`src/rtl/core/b32d_pkg.sv`:
```
`default_nettype none
package b32d_pkg;

  localparam logic [1:0] KIND_BYTE  = 2'd0;
  localparam logic [1:0] KIND_END   = 2'd1;
  localparam logic [1:0] KIND_ERROR = 2'd2;

  localparam logic [7:0] CHAR_NUL   = 8'h00;
  localparam logic [7:0] CHAR_TAB   = 8'h09;
  localparam logic [7:0] CHAR_LF    = 8'h0A;
  localparam logic [7:0] CHAR_CR    = 8'h0D;
  localparam logic [7:0] CHAR_SPACE = 8'h20;
  localparam logic [7:0] CHAR_DASH  = 8'h2D;
  localparam logic [7:0] CHAR_PAD   = 8'h3D;
  localparam logic [7:0] CHAR_ZERO  = 8'h30;
  localparam logic [7:0] CHAR_ONE   = 8'h31;
  localparam logic [7:0] CHAR_TWO   = 8'h32;
  localparam logic [7:0] CHAR_SEVEN = 8'h37;
  localparam logic [7:0] CHAR_EIGHT = 8'h38;
  localparam logic [7:0] CHAR_UP_A  = 8'h41;
  localparam logic [7:0] CHAR_UP_B  = 8'h42;
  localparam logic [7:0] CHAR_UP_L  = 8'h4C;
  localparam logic [7:0] CHAR_UP_O  = 8'h4F;
  localparam logic [7:0] CHAR_UP_Z  = 8'h5A;
  localparam logic [7:0] CHAR_LO_A  = 8'h61;
  localparam logic [7:0] CHAR_LO_Z  = 8'h7A;
  localparam logic [7:0] SYM_MASK   = 8'h1F;
  localparam logic [7:0] DIGIT_BIAS = 8'd24;

  localparam logic [15:0] MAX_BYTES_RESET = 16'hFFFF;

  localparam int QUEUE_DEPTH = 2;
  localparam int Q_PTR_W     = (QUEUE_DEPTH > 1) ? $clog2(QUEUE_DEPTH) : 1;
  localparam int Q_CNT_W     = $clog2(QUEUE_DEPTH + 1);

  typedef enum logic [2:0] {
    CLS_NUL,
    CLS_PAD,
    CLS_SKIP,
    CLS_SYM,
    CLS_BAD
  } cls_t;

  typedef struct packed {
    cls_t       cls;
    logic [4:0] sym;
  } entry_t;

  typedef struct packed {
    logic   empty;
    entry_t entry;
  } q_status_t;

endpackage
`default_nettype wire

```
`src/rtl/core/b32d_front.sv`:
```
`default_nettype none
module b32d_front
  import b32d_pkg::*;
(
  input  wire logic       in_valid,
  output logic            in_stall,
  input  wire logic [7:0] char_in,
  input  wire logic       q_full,
  output logic            push,
  output entry_t          push_entry
);

  logic [7:0] c;
  logic [7:0] sym_wide;

  assign in_stall = q_full;
  assign push     = in_valid && !q_full;

  always_comb begin
    priority if (char_in == CHAR_ZERO) begin
      c = CHAR_UP_O;
    end else if (char_in == CHAR_ONE) begin
      c = CHAR_UP_L;
    end else if (char_in == CHAR_EIGHT) begin
      c = CHAR_UP_B;
    end else begin
      c = char_in;
    end
  end

  always_comb begin
    sym_wide = 8'd0;
    priority if (char_in == CHAR_NUL) begin
      push_entry.cls = CLS_NUL;
    end else if (char_in == CHAR_PAD) begin
      push_entry.cls = CLS_PAD;
    end else if (char_in == CHAR_SPACE || char_in == CHAR_TAB || char_in == CHAR_CR ||
                 char_in == CHAR_LF || char_in == CHAR_DASH) begin
      push_entry.cls = CLS_SKIP;
    end else if ((c >= CHAR_UP_A && c <= CHAR_UP_Z) || (c >= CHAR_LO_A && c <= CHAR_LO_Z)) begin
      push_entry.cls = CLS_SYM;
      sym_wide = (c & SYM_MASK) - 8'd1;
    end else if (c >= CHAR_TWO && c <= CHAR_SEVEN) begin
      push_entry.cls = CLS_SYM;
      sym_wide = c - DIGIT_BIAS;
    end else begin
      push_entry.cls = CLS_BAD;
    end
    push_entry.sym = sym_wide[4:0];
  end

endmodule
`default_nettype wire

```
`src/rtl/core/b32d_queue.sv`:
```
`default_nettype none
module b32d_queue
  import b32d_pkg::*;
(
  input  wire logic   clk,
  input  wire logic   rst,
  input  wire logic   push,
  input  entry_t      push_entry,
  input  wire logic   pop,
  output logic        full,
  output q_status_t   status
);

  entry_t             slots [QUEUE_DEPTH];
  logic [Q_PTR_W-1:0] wr_ptr;
  logic [Q_PTR_W-1:0] rd_ptr;
  logic [Q_CNT_W-1:0] count;
  logic               do_push;
  logic               do_pop;

  assign full         = (count == Q_CNT_W'(QUEUE_DEPTH));
  assign status.empty = (count == '0);
  assign status.entry = slots[rd_ptr];
  assign do_push      = push && !full;
  assign do_pop       = pop && !status.empty;

  always_ff @(posedge clk) begin
    if (do_push) begin
      slots[wr_ptr] <= push_entry;
    end
  end

  always_ff @(posedge clk) begin
    if (rst) begin
      wr_ptr <= '0;
      rd_ptr <= '0;
      count  <= '0;
    end else begin
      if (do_push) begin
        wr_ptr <= (wr_ptr == Q_PTR_W'(QUEUE_DEPTH - 1)) ? '0 : wr_ptr + Q_PTR_W'(1);
      end
      if (do_pop) begin
        rd_ptr <= (rd_ptr == Q_PTR_W'(QUEUE_DEPTH - 1)) ? '0 : rd_ptr + Q_PTR_W'(1);
      end
      if (do_push && !do_pop) begin
        count <= count + Q_CNT_W'(1);
      end else if (do_pop && !do_push) begin
        count <= count - Q_CNT_W'(1);
      end
    end
  end

endmodule
`default_nettype wire

```
`src/rtl/core/b32d_back.sv`:
```
`default_nettype none
module b32d_back
  import b32d_pkg::*;
(
  input  wire logic        clk,
  input  wire logic        rst,
  input  wire logic        max_output_bytes_we,
  input  wire logic [15:0] max_output_bytes,
  input  q_status_t        status,
  output logic             pop,
  output logic             out_valid,
  input  wire logic        out_stall,
  output logic [1:0]       kind,
  output logic [7:0]       data_byte,
  output logic [15:0]      byte_count
);

  logic [15:0] max_bytes;
  logic [11:0] bit_accumulator;
  logic [3:0]  bits_held;
  logic [15:0] bytes_out;
  logic        stopped;
  logic        error_seen;

  logic [11:0] acc_next;
  logic [3:0]  held_sum;
  logic [3:0]  shift;
  logic [11:0] shifted;

  assign pop      = !status.empty && (!out_valid || !out_stall);
  assign acc_next = {bit_accumulator[6:0], status.entry.sym};
  assign held_sum = bits_held + 4'd5;
  assign shift    = held_sum - 4'd8;
  assign shifted  = acc_next >> shift;

  always_ff @(posedge clk) begin
    if (rst) begin
      max_bytes       <= MAX_BYTES_RESET;
      bit_accumulator <= '0;
      bits_held       <= '0;
      bytes_out       <= '0;
      stopped         <= 1'b0;
      error_seen      <= 1'b0;
      out_valid       <= 1'b0;
    end else begin
      if (max_output_bytes_we) begin
        max_bytes <= max_output_bytes;
      end
      if (!pop && !out_stall) begin
        out_valid <= 1'b0;
      end
      if (pop) begin
        priority if (status.entry.cls == CLS_NUL) begin
          out_valid <= !error_seen;
          if (!error_seen) begin
            kind       <= KIND_END;
            data_byte  <= '0;
            byte_count <= bytes_out;
          end
          bit_accumulator <= '0;
          bits_held       <= '0;
          bytes_out       <= '0;
          stopped         <= 1'b0;
          error_seen      <= 1'b0;
        end else if (error_seen || stopped) begin
          out_valid <= 1'b0;
        end else if (bytes_out >= max_bytes || status.entry.cls == CLS_PAD) begin
          out_valid <= 1'b0;
          stopped   <= 1'b1;
        end else if (status.entry.cls == CLS_BAD) begin
          error_seen <= 1'b1;
          out_valid  <= 1'b1;
          kind       <= KIND_ERROR;
          data_byte  <= '0;
          byte_count <= '0;
        end else if (status.entry.cls == CLS_SYM) begin
          bit_accumulator <= acc_next;
          if (held_sum >= 4'd8) begin
            bits_held  <= shift;
            bytes_out  <= bytes_out + 16'd1;
            out_valid  <= 1'b1;
            kind       <= KIND_BYTE;
            data_byte  <= shifted[7:0];
            byte_count <= '0;
          end else begin
            out_valid <= 1'b0;
            bits_held <= held_sum;
          end
        end else begin
          out_valid <= 1'b0;
        end
      end
    end
  end

endmodule
`default_nettype wire

```
`src/rtl/core/base32_lenient_decoder.sv`:
```
`default_nettype none
// Lenient base32 decoder that takes one character per transfer and returns decoded bytes,
// an end-of-string count on NUL, or one error per string for an invalid character. It
// accepts one character every cycle while the queue is not full, and delivers at most
// one result per character, registered after its character leaves the queue. A two-entry
// queue sits between the character classifier and the decode state and takes new
// characters while a result still waits, so a stalled output only stops input
// once the queue is full.
module base32_lenient_decoder
  import b32d_pkg::*;
(
  input  wire logic        clk,
  input  wire logic        rst,
  input  wire logic        max_output_bytes_we,
  input  wire logic [15:0] max_output_bytes,
  input  wire logic        in_valid,
  output logic             in_stall,
  input  wire logic [7:0]  char_in,
  output logic             out_valid,
  input  wire logic        out_stall,
  output logic [1:0]       kind,
  output logic [7:0]       data_byte,
  output logic [15:0]      byte_count
);

  logic      q_full;
  logic      push;
  entry_t    push_entry;
  logic      pop;
  q_status_t status;

  b32d_front u_front (
    .in_valid   (in_valid),
    .in_stall   (in_stall),
    .char_in    (char_in),
    .q_full     (q_full),
    .push       (push),
    .push_entry (push_entry)
  );

  b32d_queue u_queue (
    .clk        (clk),
    .rst        (rst),
    .push       (push),
    .push_entry (push_entry),
    .pop        (pop),
    .full       (q_full),
    .status     (status)
  );

  b32d_back u_back (
    .clk                 (clk),
    .rst                 (rst),
    .max_output_bytes_we (max_output_bytes_we),
    .max_output_bytes    (max_output_bytes),
    .status              (status),
    .pop                 (pop),
    .out_valid           (out_valid),
    .out_stall           (out_stall),
    .kind                (kind),
    .data_byte           (data_byte),
    .byte_count          (byte_count)
  );

`ifndef SYNTHESIS
  a_kind_legal: assert property (@(posedge clk) disable iff (rst)
    out_valid |-> (kind == KIND_BYTE || kind == KIND_END || kind == KIND_ERROR))
    else $error("result kind out of range");

  a_data_zero: assert property (@(posedge clk) disable iff (rst)
    (out_valid && kind != KIND_BYTE) |-> (data_byte == 8'd0))
    else $error("data byte not zero on a non-byte result");

  a_count_zero: assert property (@(posedge clk) disable iff (rst)
    (out_valid && kind != KIND_END) |-> (byte_count == 16'd0))
    else $error("byte count not zero on a non-end result");

  a_reset_idle: assert property (@(posedge clk)
    rst |=> !out_valid)
    else $error("result valid right after reset");
`endif

endmodule
`default_nettype wire

```
`config.mk`:
```
export PLATFORM = sky130hd
export DESIGN_NAME = base32_lenient_decoder
export DESIGN_NICKNAME = d
export VERILOG_FILES = /design/src/rtl/core/b32d_pkg.sv /design/src/rtl/core/b32d_front.sv /design/src/rtl/core/b32d_queue.sv /design/src/rtl/core/b32d_back.sv /design/src/rtl/core/base32_lenient_decoder.sv
export SDC_FILE = /design/constraint.sdc
export NUM_CORES = 1
export LEC_CHECK = 0
export BUFFER_PORTS_ARGS = -buffer_cell sky130_fd_sc_hd__buf_2
export CAP_MARGIN = 40
export CORE_ASPECT_RATIO = 2
export CORE_MARGIN = 2
export CORE_UTILIZATION = 50
export CTS_BUF_LIST = sky130_fd_sc_hd__clkbuf_8
export DETAILED_ROUTE_END_ITERATION = 8
export GPL_TIMING_DRIVEN = 0
export PLACE_DENSITY = 0.67
export SETUP_SLACK_MARGIN = 0.02
export SKIP_CTS_REPAIR_TIMING = 1
export SYNTH_ARGS = -nofsm -noshare
export SYNTH_HDL_FRONTEND = slang
export SYNTH_SLANG_ARGS = --single-unit
```
`constraint.sdc`:
```
create_clock -name clk -period 6.51 [get_ports clk]
set_clock_uncertainty 0.1 [all_clocks]
set_input_delay 0.3255 -clock clk [delete_from_list [all_inputs] [get_ports clk]]
set_output_delay 0.3255 -clock clk [all_outputs]
set_load 0.01 [all_outputs]
```
# Word-level counts from Yosys, hierarchy flattened
# Memories as Yosys holds them, arrays and structs flattened. A register that Yosys moved wholly into a read port is not among the register bits.
# Cells that the tools add are included.
# totals
ramBits	16
reg_bits	76
out_inout_bits	28
in_bits	29
elab_cells	166
memories	1
# classes
mux	74
order_cmp	8
eq_ne	17
bitwise	1
reduce_logical	42
shift	1
n_addsub	9
# mem_list
memory	words	width	read_ports	rd_clocked_by_memory_dff	wr	line_no	rtl
u_queue.slots	2	8	1	1	1	b32d_queue.sv:14	entry_t slots [QUEUE_DEPTH];
# op_table
cell	n
$mux 16	13
$mux 8	10
$eq 8x6->1 const B	6
$mux 7	5
$mux 5	5
$eq 8x4->1 const B	3
$mux 4	6
$mux 1	21
$mux 2	9
$add 16x1->16 const B	1
$ge 16x16->1	1
$ge 8x7->1 const B	2
$le 8x7->1 const B	2
$mux 3	5
$reduce_bool 2->1	6
$shr 12x4->8	1
$logic_and 1x1->1	10
$ge 8x6->1 const B	1
$le 8x6->1 const B	1
$logic_not 1->1	8
$logic_not 8->1	1
$logic_or 1x1->1	8
$reduce_and 7->1	1
$ne 2x1->1 const B	3
other kinds (21)	23

# Depth between registers and ports, before layout
# Gate-level depths: netlist of the first run.
# logic_depth
word_depth	11
ltp_mapped	12
depth_no_buf	11

# Cells and area by module
# Synthesis of the first run repeated with hierarchy kept, for this count alone.
# hier_totals
hier_cells	553
area_unflattened_um2	5275.1
# modules_own_cells
mod	cells_per_inst	area_per_inst_um2	instances
b32d_back	410	3844.9	1
b32d_queue	50	793.3	1
b32d_front	93	636.9	1

# Worst setup path before layout of the first run
# No wires, ideal clock.
# synth_path
path_kind	flip-flop to flip-flop
start	reg u_back.bytes_out[0]
end	reg u_back.byte_count[0], enable pin
setup_ns	0.409
synth_period_minus_slack_ns	3.399
arrival_ns	2.891
path_buffers	0
slack_ns	3.111
required_time_ns	6.001
stages_incl_launch_ff	10
cell_sequence	dfxtp_1 inv_1 ha_1 nand2b_1 a2111oi_0 or4b_1 nand3_2 a21oi_1 o21ai_0 nor2_1
# synth_via
elab_chain_len	4
# synth_rtl
element	line_no	rtl
start, declared	b32d_back.sv:21	logic [15:0] bytes_out;
start signal, assigned	b32d_back.sv:80	bytes_out <= bytes_out + 16'd1;
$ge 16x16->1	b32d_back.sv:67	end else if (bytes_out >= max_bytes || status.entry.cls == CLS_PAD) begin
$logic_or 1x1->1	b32d_back.sv:67	
$ne 2x1->1 (no line)	-	
$reduce_and 7->1 (no line)	-	
end signal, assigned	b32d_back.sv:58	byte_count <= bytes_out;
end, declared	b32d_back.sv:15	output logic [15:0] byte_count
# No other way between the ends.
# A chain may end at the register's enable or synchronous reset.

# Final worst setup path of the first run
# layout_path
start	reg u_back.bytes_out[0]
end	reg u_back.byte_count[9], enable pin
# Same word-level chain as after synthesis.

==> out/qor.txt, run 1 <==
========================================================================================
Startpoint-to-endpoint class of the critical path                           register to register
Worst hold path type                                                        primary input to register
Critical Path Fanout Max                                                              16
Avg WL per Cell                                                             15.59 microns
Sequential fraction of the synthesis area                                         0.4713
Number of buffers created by CTS                                                       9
Number of nets in the layout                                                         614
Synth warn                                                                             0
Die extent in y                                                             143.2 microns
Pin count of the biggest net entering global routing                                  18
RSZ-0062 raised after global routing                                               false
Full die area                                                                10540 sq um
Crit path cell chain                                                        inv_1, ha_1, nand2b_1, a2111oi_0, or4b_1, nand3_2, a21oi_1, o21ai_0, nor2_2, buf_8
Total stage count of the critical path                                                10
Share of async-settable or async-resettable flops after synthesis                      0
Number of search-and-repair iterations in the first detailed-routing pass              5
Critical-path top delay cell                                                sky130_fd_sc_hd__nor2_2
Residual DRC count                                                                     0
Number of enable-type register cells in the synthesized netlist                       42
Register area                                                                 2282 sq um
Number of rows created at floorplan                                                   50
CP Data Arrival Time                                                             3270 ps
Number of antenna violations at the first check in global routing                      0
Launching element type of the critical path                                     register
Reg2Reg Launch Point                                                        u_back.bytes_out[0]
Detailed Place HPWL                                                         8022 microns
Total design power                                                              1.456 mW
Area taken by multi-input logic gates                                         2366 sq um
Worst Setup End Kind                                                            register
IO Port Bufs                                                                          55
Placed insts                                                                         655
Chip width                                                                  73.59 microns
Worst hold path startpoint                                                  max_output_bytes[7]
Filler cell count in the final layout                                                850
# IOs                                                                                 57
Total via count in the routed design                                                3901
Cell accounting for the most synthesized area                               sky130_fd_sc_hd__edfxtp_1
Largest delay share family, worst path                                      simple AND/OR/NAND/NOR gates
GR Overflow Total                                                                      0
Top area cells in the synthesized netlist                                   sky130_fd_sc_hd__edfxtp_1, sky130_fd_sc_hd__dfxtp_1, sky130_fd_sc_hd__ha_1, sky130_fd_sc_hd__mux2i_1, sky130_fd_sc_hd__nand2_1
Number of unique standard cell types used by synthesis                                65
Total standard cell area after synthesis                                      4842 sq um
Share of Yosys cell area claimed by the top area cell type                        0.2605
Ratio of routed vias to standard cells                                             5.814
Syn-to-layout area delta                                                          12.51%
Flip-flop and latch count after synthesis                                             93
Fmax                                                                          0.3036 GHz
Buf+Inv Stages, Crit Path                                                              2
Placer's final routability congestion estimate                                    0.8924
Leakage power summed over all cells                                             2.146 nW
Maximum ir drop on the vdd rail                                                 267.7 uV
Count leader, synth                                                         sky130_fd_sc_hd__dfxtp_1
Overall routed net length                                                   10460 microns
Vias in the first global route                                                      3794
Final instance count without filler cells                                            671
Number of clock sinks                                                                 93
Mean Syn Cell Area                                                           9.782 sq um
Htree depth                                                                            3
Synth Flop Type                                                             sky130_fd_sc_hd__dfxtp_1
Clock root buffer master                                                    sky130_fd_sc_hd__clkbuf_8
Min setup slack post-route                                                       3216 ps
Hold Vio Cnt, Final                                                                    0
Required time at the worst-slack endpoint                                        6490 ps
Final TNS setup                                                                     0 ps
Worst slew margin                                                                 0.4283
Effective utilization at floorplan                                                0.5160
Placed Instance Area                                                          5265 sq um
Count of antenna-violating nets left after detailed routing                            0
Global-route wire length before repair                                      17240 microns
Final cycle utilization of the critical path                                      0.5060
Clock slew seen by the registers of the worst setup and hold paths                 90 ps
Cells after synthesis                                                                495
Post-Place Worst Slack                                                           3178 ps
GRT Resource Usage Total                                                          0.2091
Slowest Stage Delay on Critical Path                                              540 ps
Status                                                                      complete, no violations
Worst-case reg-to-reg path depth                                                      10
TritonCTS clock tree                                                                 yes
Core utilization of the finished layout                                           0.5805
Final Max Slew Viols                                                                   0
Share of post-route cells with drive strength above 1                             0.1675
Post-route design area                                                        5448 sq um
Worst-Margin Slew                                                               851.9 ps
Worst hold slack                                                                75.65 ps
Clk_lat worst skew                                                                370 ps
WHS Path Cells                                                                         3
Starting DRT DRC Count                                                               215
Number of buffers on the longest clock path                                            2
Worst setup path start                                                      u_back.bytes_out[0]
Core area                                                                     9384 sq um
Max cap viols                                                                          0
Leading post-synthesis cells by instance count                              sky130_fd_sc_hd__dfxtp_1, sky130_fd_sc_hd__nand2_1, sky130_fd_sc_hd__nor2_1
Number of nets produced by synthesis                                                 547
Final critical-path required period                                              3294 ps
Power per cell area                                                         267.2 nW/um^2
N_diodes                                                                               0
Final number of setup-violating endpoints                                              0
========================================================================================
-- worst paths after layout --
check	slack, ps	to
setup / recovery	3220	u_back.byte_count[9]
hold / removal	80	u_back.max_bytes[7]
setup reg to reg	3220	u_back.byte_count[9]
hold reg to reg	390	u_back.max_bytes[7]
-- where the power goes --
group / switching (mW) / internal, mW / leakage (nW)
sequential: 0.0290 / 0.676 / 0.817
combinational: 0.249 / 0.143 / 1.24
clock: 0.216 / 0.143 / 0.0864
total: 0.494 / 0.962 / 2.15
-- metal layers --
metal  GRT usage  wire length [microns]
met4      0.1100                    240
met5           0                      0
met2      0.3684                   5679
met1      0.2369                   4292
met3     0.02752                    246
-- cell families (layout without fill, tap and decap cells) --
| group | Yosys count | after routing | share of synthesized area |
|---|---|---|---|
| compound gates | 119 | 119 | 0.1718 |
| xor+xnor | 13 | 13 | 0.02351 |
| fa+ha+maj | 23 | 23 | 0.05943 |
| buf+inv | 50 | 122 | 0.04057 |
| flops | 93 | 93 | 0.4713 |
| mux | 24 | 24 | 0.05090 |
| simple gates | 173 | 173 | 0.1824 |
-- tightest hold or removal path: cells and delay by family --
family,cells,cell delay [ps]
buf+inv,1,80
compound gates,1,60
simple gates,1,40
-- flip-flops by register name (all words and copies together), names as in the netlist, 2 cells and up, named ones only --
name,flops
u_back.bit_accumulator,7
u_back.bits_held,4
u_back.byte_count,16
u_back.bytes_out,16
u_back.data_byte,8
u_back.kind,2
u_back.max_bytes,16
u_queue.count,2
u_queue.slots,16
-- cell type report --
type | instances | area share
Clock inverter | 7 | 0.01079
Buffer | 19 | 0.01470
Tap cell | 104 | 0.02389
Sequential cell | 93 | 0.4189
Timing Repair Buffer | 56 | 0.05328
Inverter | 31 | 0.02136
Clock buffer | 9 | 0.02274
Multi-Input combinational cell | 352 | 0.4343
-- cell usage in the layout, fill, tap and decap left out, types with 4 or more instances in the layout --
cell type / netlist / routed
sky130_fd_sc_hd__mux2_2: 5 / 5
sky130_fd_sc_hd__o2bb2ai_1: 4 / 4
sky130_fd_sc_hd__xnor2_1: 6 / 6
sky130_fd_sc_hd__inv_1: 30 / 30
sky130_fd_sc_hd__a31oi_1: 5 / 5
sky130_fd_sc_hd__a211oi_1: 4 / 4
sky130_fd_sc_hd__ha_1: 23 / 23
sky130_fd_sc_hd__a22o_1: 6 / 6
sky130_fd_sc_hd__nand2b_1: 8 / 8
sky130_fd_sc_hd__edfxtp_1: 42 / 42
sky130_fd_sc_hd__buf_2: 1 / 56
sky130_fd_sc_hd__nand4_1: 6 / 6
sky130_fd_sc_hd__clkbuf_1: 17 / 17
sky130_fd_sc_hd__o21ai_0: 14 / 14
sky130_fd_sc_hd__mux2i_1: 19 / 19
sky130_fd_sc_hd__o31ai_1: 6 / 6
sky130_fd_sc_hd__or4_1: 7 / 7
sky130_fd_sc_hd__nand2_1: 50 / 50
sky130_fd_sc_hd__o211ai_1: 20 / 20
sky130_fd_sc_hd__nand3_1: 10 / 10
sky130_fd_sc_hd__nor2b_1: 13 / 13
sky130_fd_sc_hd__clkbuf_8: 0 / 9
sky130_fd_sc_hd__dfxtp_1: 51 / 51
sky130_fd_sc_hd__nor2_1: 50 / 49
sky130_fd_sc_hd__xor2_1: 7 / 7
sky130_fd_sc_hd__nor3_1: 5 / 5
sky130_fd_sc_hd__a2111oi_0: 5 / 5
sky130_fd_sc_hd__a21oi_1: 32 / 32
No activity file was read; power rests on OpenSTA's default activity.
==> inputs of run 2 (changes only) <==
==> constraint.sdc (replaced) <==
create_clock -name clk -period 3.2 [get_ports clk]
set_clock_uncertainty 0.1 [all_clocks]
set_input_delay 0.16 -clock clk [delete_from_list [all_inputs] [get_ports clk]]
set_output_delay 0.16 -clock clk [all_outputs]
set_load 0.01 [all_outputs]
==> run 2 against run 1 <==
Against the previous run:
- worst setup slack lost 3000 ps
- routed wire length down 0.40%
- maximum frequency increased by 12%
- critical path depth shrank 1
- sequential share of layout area down 1.9 points
- utilization grew 2.8 points
- register-to-register slack got worse by 3000 ps
- power up 120%
- highest routed layer unchanged
- clock power rose to 2.6 times the previous value
- combinational power up 110%
==> out/qor.txt, run 2 (synthesis results as in run 1) <==
========================================================================================
Slowest Stage Delay on Critical Path                                              640 ps
Crit path cell chain                                                        inv_1, ha_1, nand2b_1, a2111oi_1, or4b_1, nand4_1, a2111oi_0, xnor2_1, nor2_1
Worst hold slack                                                                93.57 ps
Total design power                                                              3.212 mW
Full die area                                                                10540 sq um
Critical Path Fanout Max                                                               6
Count of antenna-violating nets left after detailed routing                            0
Area taken by multi-input logic gates                                         2374 sq um
Filler cell count in the final layout                                                795
GR Overflow Total                                                                      0
Clock slew seen by the registers of the worst setup and hold paths                 90 ps
Min setup slack post-route                                                      253.6 ps
Hold Vio Cnt, Final                                                                    0
Syn-to-layout area delta                                                          17.96%
Avg WL per Cell                                                             15.08 microns
Power per cell area                                                         562.3 nW/um^2
Chip width                                                                  73.59 microns
Placed Instance Area                                                          5265 sq um
Required time at the worst-slack endpoint                                        3350 ps
Number of nets in the layout                                                         634
Fmax                                                                          0.3394 GHz
Placer's final routability congestion estimate                                    0.8829
Vias in the first global route                                                      3712
Die extent in y                                                             143.2 microns
Most common cell after layout, fill and taps aside                          sky130_fd_sc_hd__buf_2
Int Pwr                                                                         2.218 mW
Switching power as a share of total power                                         0.3095
Clk_lat worst skew                                                                370 ps
Core utilization of the finished layout                                           0.6087
RSZ-0062 raised after global routing                                               false
Number of clock sinks                                                                 93
Number of rows created at floorplan                                                   50
TritonCTS clock tree                                                                 yes
Residual DRC count                                                                     0
GRT Resource Usage Total                                                          0.2051
Reg2Reg Launch Point                                                        u_back.bytes_out[0]
Launching element type of the critical path                                     register
Maximum ir drop on the vdd rail                                                 572.8 uV
Max cap viols                                                                          0
Share of power burned in the clock network                                         0.294
Leakage power summed over all cells                                             2.266 nW
Number of search-and-repair iterations in the first detailed-routing pass              4
Status                                                                      complete, no violations
Worst setup path start                                                      u_back.bytes_out[0]
Most frequent cells in the layout                                           sky130_fd_sc_hd__buf_2, sky130_fd_sc_hd__dfxtp_1, sky130_fd_sc_hd__nand2_1, sky130_fd_sc_hd__nor2_1, sky130_fd_sc_hd__edfxtp_1
Clock root buffer master                                                    sky130_fd_sc_hd__clkbuf_8
Detailed Place HPWL                                                         7900 microns
Startpoint-to-endpoint class of the critical path                           register to register
Worst-case reg-to-reg path depth                                                       9
Ratio of routed vias to standard cells                                             5.690
N_diodes                                                                               0
Core area                                                                     9384 sq um
Number of buffers on the longest clock path                                            2
# IOs                                                                                 57
CP Data Arrival Time                                                             3100 ps
Crit path capture                                                           u_back.bytes_out[12]
Proportion of power drawn by flip-flops and latches                                0.447
Total via count in the routed design                                                3932
Worst Setup End Kind                                                            register
Global-route wire length before repair                                      16820 microns
Final critical-path required period                                              2946 ps
Final Max Slew Viols                                                                   0
Share of post-route cells with drive strength above 1                             0.1652
Final number of setup-violating endpoints                                              0
Placed insts                                                                         655
Worst-Margin Slew                                                               713.5 ps
Starting DRT DRC Count                                                               211
Net switching power figure                                                      994.0 uW
Post-Place Worst Slack                                                         -77.65 ps
Number of buffers created by CTS                                                       9
Final instance count without filler cells                                            691
End of the worst register-to-register path                                  u_back.bytes_out[12]
Worst reg2reg setup slack                                                         250 ps
IO Port Bufs                                                                          55
Effective utilization at floorplan                                                0.5160
Htree depth                                                                            3
Post-route design area                                                        5712 sq um
Worst hold path type                                                        primary input to register
Worst slew margin                                                                 0.5203
Register area                                                                 2282 sq um
Final cycle utilization of the critical path                                      0.9208
Final TNS setup                                                                     0 ps
Fraction of power consumed by combinational cells                                  0.260
Number of antenna violations at the first check in global routing                      0
Critical-path top delay cell                                                sky130_fd_sc_hd__a2111oi_0
Pin count of the biggest net entering global routing                                  17
Overall routed net length                                                   10420 microns
========================================================================================
run 2: changes by cell type in the layout (fill, tap and decap cells not counted), moves of 2 or more:
cell,previous run,this run
sky130_fd_sc_hd__dlygate4sd3_1,0,18
sky130_fd_sc_hd__bufinv_16,0,3
sky130_fd_sc_hd__clkinv_4,3,0
sky130_fd_sc_hd__a2111oi_0,5,3
sky130_fd_sc_hd__a2111oi_1,0,2
sky130_fd_sc_hd__buf_4,0,2
run 2: power groups by stage:
stage	Combinational [mW]	Sequential, mW	Clock [mW]
finish	0.834	1.43	0.943
CTS	0.793	1.43	0.953
global route	0.924	1.45	1.01
detailed placement	0.789	1.46	0
floorplan	0.565	1.47	0
global placement	0.767	1.46	0
run 2: worst min path at each step:
| stage | startpoint | endpoint | slack [ps] | cells past startpoint |
|---|---|---|---|---|
| 6_report | in_valid | u_queue.wr_ptr | 90 | 4 |
| 5_1_grt | char_in[2] | u_queue.slots[1][2] | 130 | 2 |
| 4_1_cts | max_output_bytes[13] | u_back.max_bytes[13] | -110 | 3 |
| 3_5_place_dp | max_output_bytes[13] | u_back.max_bytes[13] | 280 | 3 |
| 3_3_place_gp | max_output_bytes[5] | u_back.max_bytes[5] | 280 | 3 |
| 2_1_floorplan | max_output_bytes[9] | u_back.max_bytes[9] | 190 | 2 |
run 2: worst max-delay path, delay by kind of cell (launching register included):
family / cells / cell delay (ps)
buffers and inverters: 1 / 110
AO/OA/AOI/OAI: 2 / 1020
adder cells (fa/ha/maj): 1 / 290
XOR/XNOR: 1 / 180
AND/OR/NAND/NOR: 4 / 680
flip-flops: 1 / 440
run 2: routing by layer:
| metal | wire (microns) | vias to the layer above | track usage |
|---|---|---|---|
| met5 | 0 | - | 0 |
| met4 | 225 | 0 | 0.09378 |
| met3 | 290 | 14 | 0.04093 |
| met2 | 5640 | 87 | 0.3623 |
| met1 | 4261 | 1851 | 0.2290 |
| li1 | - | 1980 | - |
run 2: layout make-up:
| cell class | instances | share of cell area |
|---|---|---|
| multi-input combinational | 352 | 0.4156 |
| sequential | 93 | 0.3996 |
| timing repair buffer | 76 | 0.08499 |
| tap | 104 | 0.02278 |
| clock buffer | 9 | 0.02169 |
| clock inverter | 7 | 0.02103 |
| inverter | 31 | 0.02037 |
| buffer | 19 | 0.01402 |
==> inputs of run 3 (changes only) <==
==> constraint.sdc (replaced) <==
create_clock -name clk -period 3.85 [get_ports clk]
set_clock_uncertainty 0.1 [all_clocks]
set_input_delay 0.1925 -clock clk [delete_from_list [all_inputs] [get_ports clk]]
set_output_delay 0.1925 -clock clk [all_outputs]
set_load 0.01 [all_outputs]
==> run 3 against run 2 <==
Against the previous run:
- maximum frequency down 10%
- hold slack got worse by 92 ps
- worst setup slack better by 310 ps
- final cell count is 0.58% lower
- sequential power decreased by 17%
- final area decreased by 1.8%
==> out/qor.txt, run 3 (synthesis results as in run 1) <==
========================================================================================
Total stage count of the critical path                                                10
Startpoint-to-endpoint class of the critical path                           register to register
WHS Path Cells                                                                         3
Filler cell count in the final layout                                                826
Worst reg2reg setup slack                                                         560 ps
Maximum ir drop on the vdd rail                                                 453.8 uV
Full die area                                                                10540 sq um
Starting DRT DRC Count                                                               210
Final number of setup-violating endpoints                                              0
Residual DRC count                                                                     0
Effective utilization at floorplan                                                0.5160
Core utilization of the finished layout                                           0.5976
Net switching power figure                                                      841.2 uW
Leakage power summed over all cells                                             2.213 nW
Final instance count without filler cells                                            687
Largest delay share family, worst path                                      simple AND/OR/NAND/NOR gates
Clk_lat worst skew                                                                370 ps
N_diodes                                                                               0
Int Pwr                                                                         1.636 mW
Power per cell area                                                         441.8 nW/um^2
Share of power burned in the clock network                                         0.246
IO Port Bufs                                                                          55
Fraction of power consumed by combinational cells                                  0.273
Worst hold slack                                                                1.569 ps
Final critical-path required period                                              3285 ps
Clock root buffer master                                                    sky130_fd_sc_hd__clkbuf_8
Required time at the worst-slack endpoint                                        3840 ps
CP Data Arrival Time                                                             3270 ps
Worst hold path type                                                        primary input to register
Launching element type of the critical path                                     register
Chip width                                                                  73.59 microns
Overall routed net length                                                   10650 microns
# IOs                                                                                 57
Critical Path Fanout Max                                                              16
Placer's final routability congestion estimate                                    0.8924
Final Max Slew Viols                                                                   0
Final TNS setup                                                                     0 ps
Global-route wire length before repair                                      17240 microns
Number of nets in the layout                                                         630
Total via count in the routed design                                                3973
Number of search-and-repair iterations in the first detailed-routing pass              4
Max cap viols                                                                          0
Number of buffers on the longest clock path                                            2
Number of clock sinks                                                                 93
RSZ-0062 raised after global routing                                               false
Reg2Reg Launch Point                                                        u_back.bytes_out[0]
Detailed Place HPWL                                                         8022 microns
Total design power                                                              2.478 mW
Post-route design area                                                        5608 sq um
Worst Setup End Kind                                                            register
Switching power as a share of total power                                         0.3395
Die extent in y                                                             143.2 microns
Htree depth                                                                            3
Most common cell after layout, fill and taps aside                          sky130_fd_sc_hd__buf_2
Number of rows created at floorplan                                                   50
Most frequent cells in the layout                                           sky130_fd_sc_hd__buf_2, sky130_fd_sc_hd__dfxtp_1, sky130_fd_sc_hd__nand2_1, sky130_fd_sc_hd__nor2_1, sky130_fd_sc_hd__edfxtp_1
Worst setup path start                                                      u_back.bytes_out[0]
GRT Resource Usage Total                                                          0.2091
Worst slew margin                                                                 0.4273
Critical-path top delay cell                                                sky130_fd_sc_hd__nor2_2
Share of post-route cells with drive strength above 1                             0.1630
Worst-case reg-to-reg path depth                                                      10
Placed Instance Area                                                          5265 sq um
GR Overflow Total                                                                      0
Ratio of routed vias to standard cells                                             5.783
Slowest Stage Delay on Critical Path                                              540 ps
Vias in the first global route                                                      3794
Final cycle utilization of the critical path                                      0.8533
Fmax                                                                          0.3044 GHz
Clock slew seen by the registers of the worst setup and hold paths                 90 ps
Core area                                                                     9384 sq um
Pin count of the biggest net entering global routing                                  18
Avg WL per Cell                                                             15.50 microns
Placed insts                                                                         655
Syn-to-layout area delta                                                          15.81%
Proportion of power drawn by flip-flops and latches                                0.481
Post-Place Worst Slack                                                          522.8 ps
Min setup slack post-route                                                      564.7 ps
Crit path cell chain                                                        inv_1, ha_1, nand2b_1, a2111oi_0, or4b_1, nand3_2, a21oi_1, o21ai_0, nor2_2, buf_8
TritonCTS clock tree                                                                 yes
Number of antenna violations at the first check in global routing                      0
Status                                                                      complete, no violations
Hold Vio Cnt, Final                                                                    0
Worst-Margin Slew                                                               853.4 ps
Number of buffers created by CTS                                                       9
Count of antenna-violating nets left after detailed routing                            0
Buf+Inv Stages, Crit Path                                                              2
End of the worst register-to-register path                                  u_back.byte_count[9]
Crit path capture                                                           u_back.byte_count[9]
========================================================================================
[run 3: changes by cell type in the layout (fill, tap and decap cells not counted), sizes merged]
cell         delta
buf             -2
dlygate4sd3     -2
bufinv          -3
clkinv          +2
clkinvlp        +1
[run 3: final cells by class]
| cell class | count | area (sq um) | area share |
|---|---|---|---|
| clock buffers | 9 | 123.9 | 0.02209 |
| inverters | 31 | 116.4 | 0.02075 |
| clock inverters | 7 | 58.81 | 0.01049 |
| well taps | 104 | 130.1 | 0.02320 |
| repair buffers | 72 | 450.4 | 0.08032 |
| multi-input cells | 352 | 2366 | 0.4219 |
| flip-flops and latches | 93 | 2282 | 0.4070 |
| plain buffers | 19 | 80.08 | 0.01428 |
[run 3: how the worst min path moves through the flow]
| stage | start | to | slack, ps |
|---|---|---|---|
| after floorplan | max_output_bytes[9] | u_back.max_bytes[9] | 220 |
| after detailed placement | max_output_bytes[7] | u_back.max_bytes[7] | 320 |
| after global placement | max_output_bytes[5] | u_back.max_bytes[5] | 310 |
| after global routing | max_output_bytes_we | u_back.max_bytes[0] | -0.3 |
| after CTS | max_output_bytes[7] | u_back.max_bytes[7] | -70 |
| final | max_output_bytes_we | u_back.max_bytes[0] | 2 |
[run 3: tightest hold or removal path: stages]
cell,delay [ps]
sky130_fd_sc_hd__buf_2,120
sky130_fd_sc_hd__mux2i_1,70
sky130_fd_sc_hd__nand2_1,60
[run 3: power groups by stage]
stage          clock (mW)  sequential [mW]  combinational, mW
2_1_floorplan           0             1.22              0.469
3_3_place_gp            0             1.21              0.641
3_5_place_dp            0             1.21              0.663
4_1_cts             0.615             1.19              0.666
5_1_grt             0.656             1.20              0.756
6_report            0.610             1.19              0.675
[run 3: per-layer routing]
metal / vias up / GRT usage / wire [microns]
li1: 1974 / - / -
met1: 1891 / 0.2369 / 4317
met2: 89 / 0.3684 / 5783
met3: 19 / 0.02752 / 253
met4: 0 / 0.1100 / 291
met5: - / 0 / 0
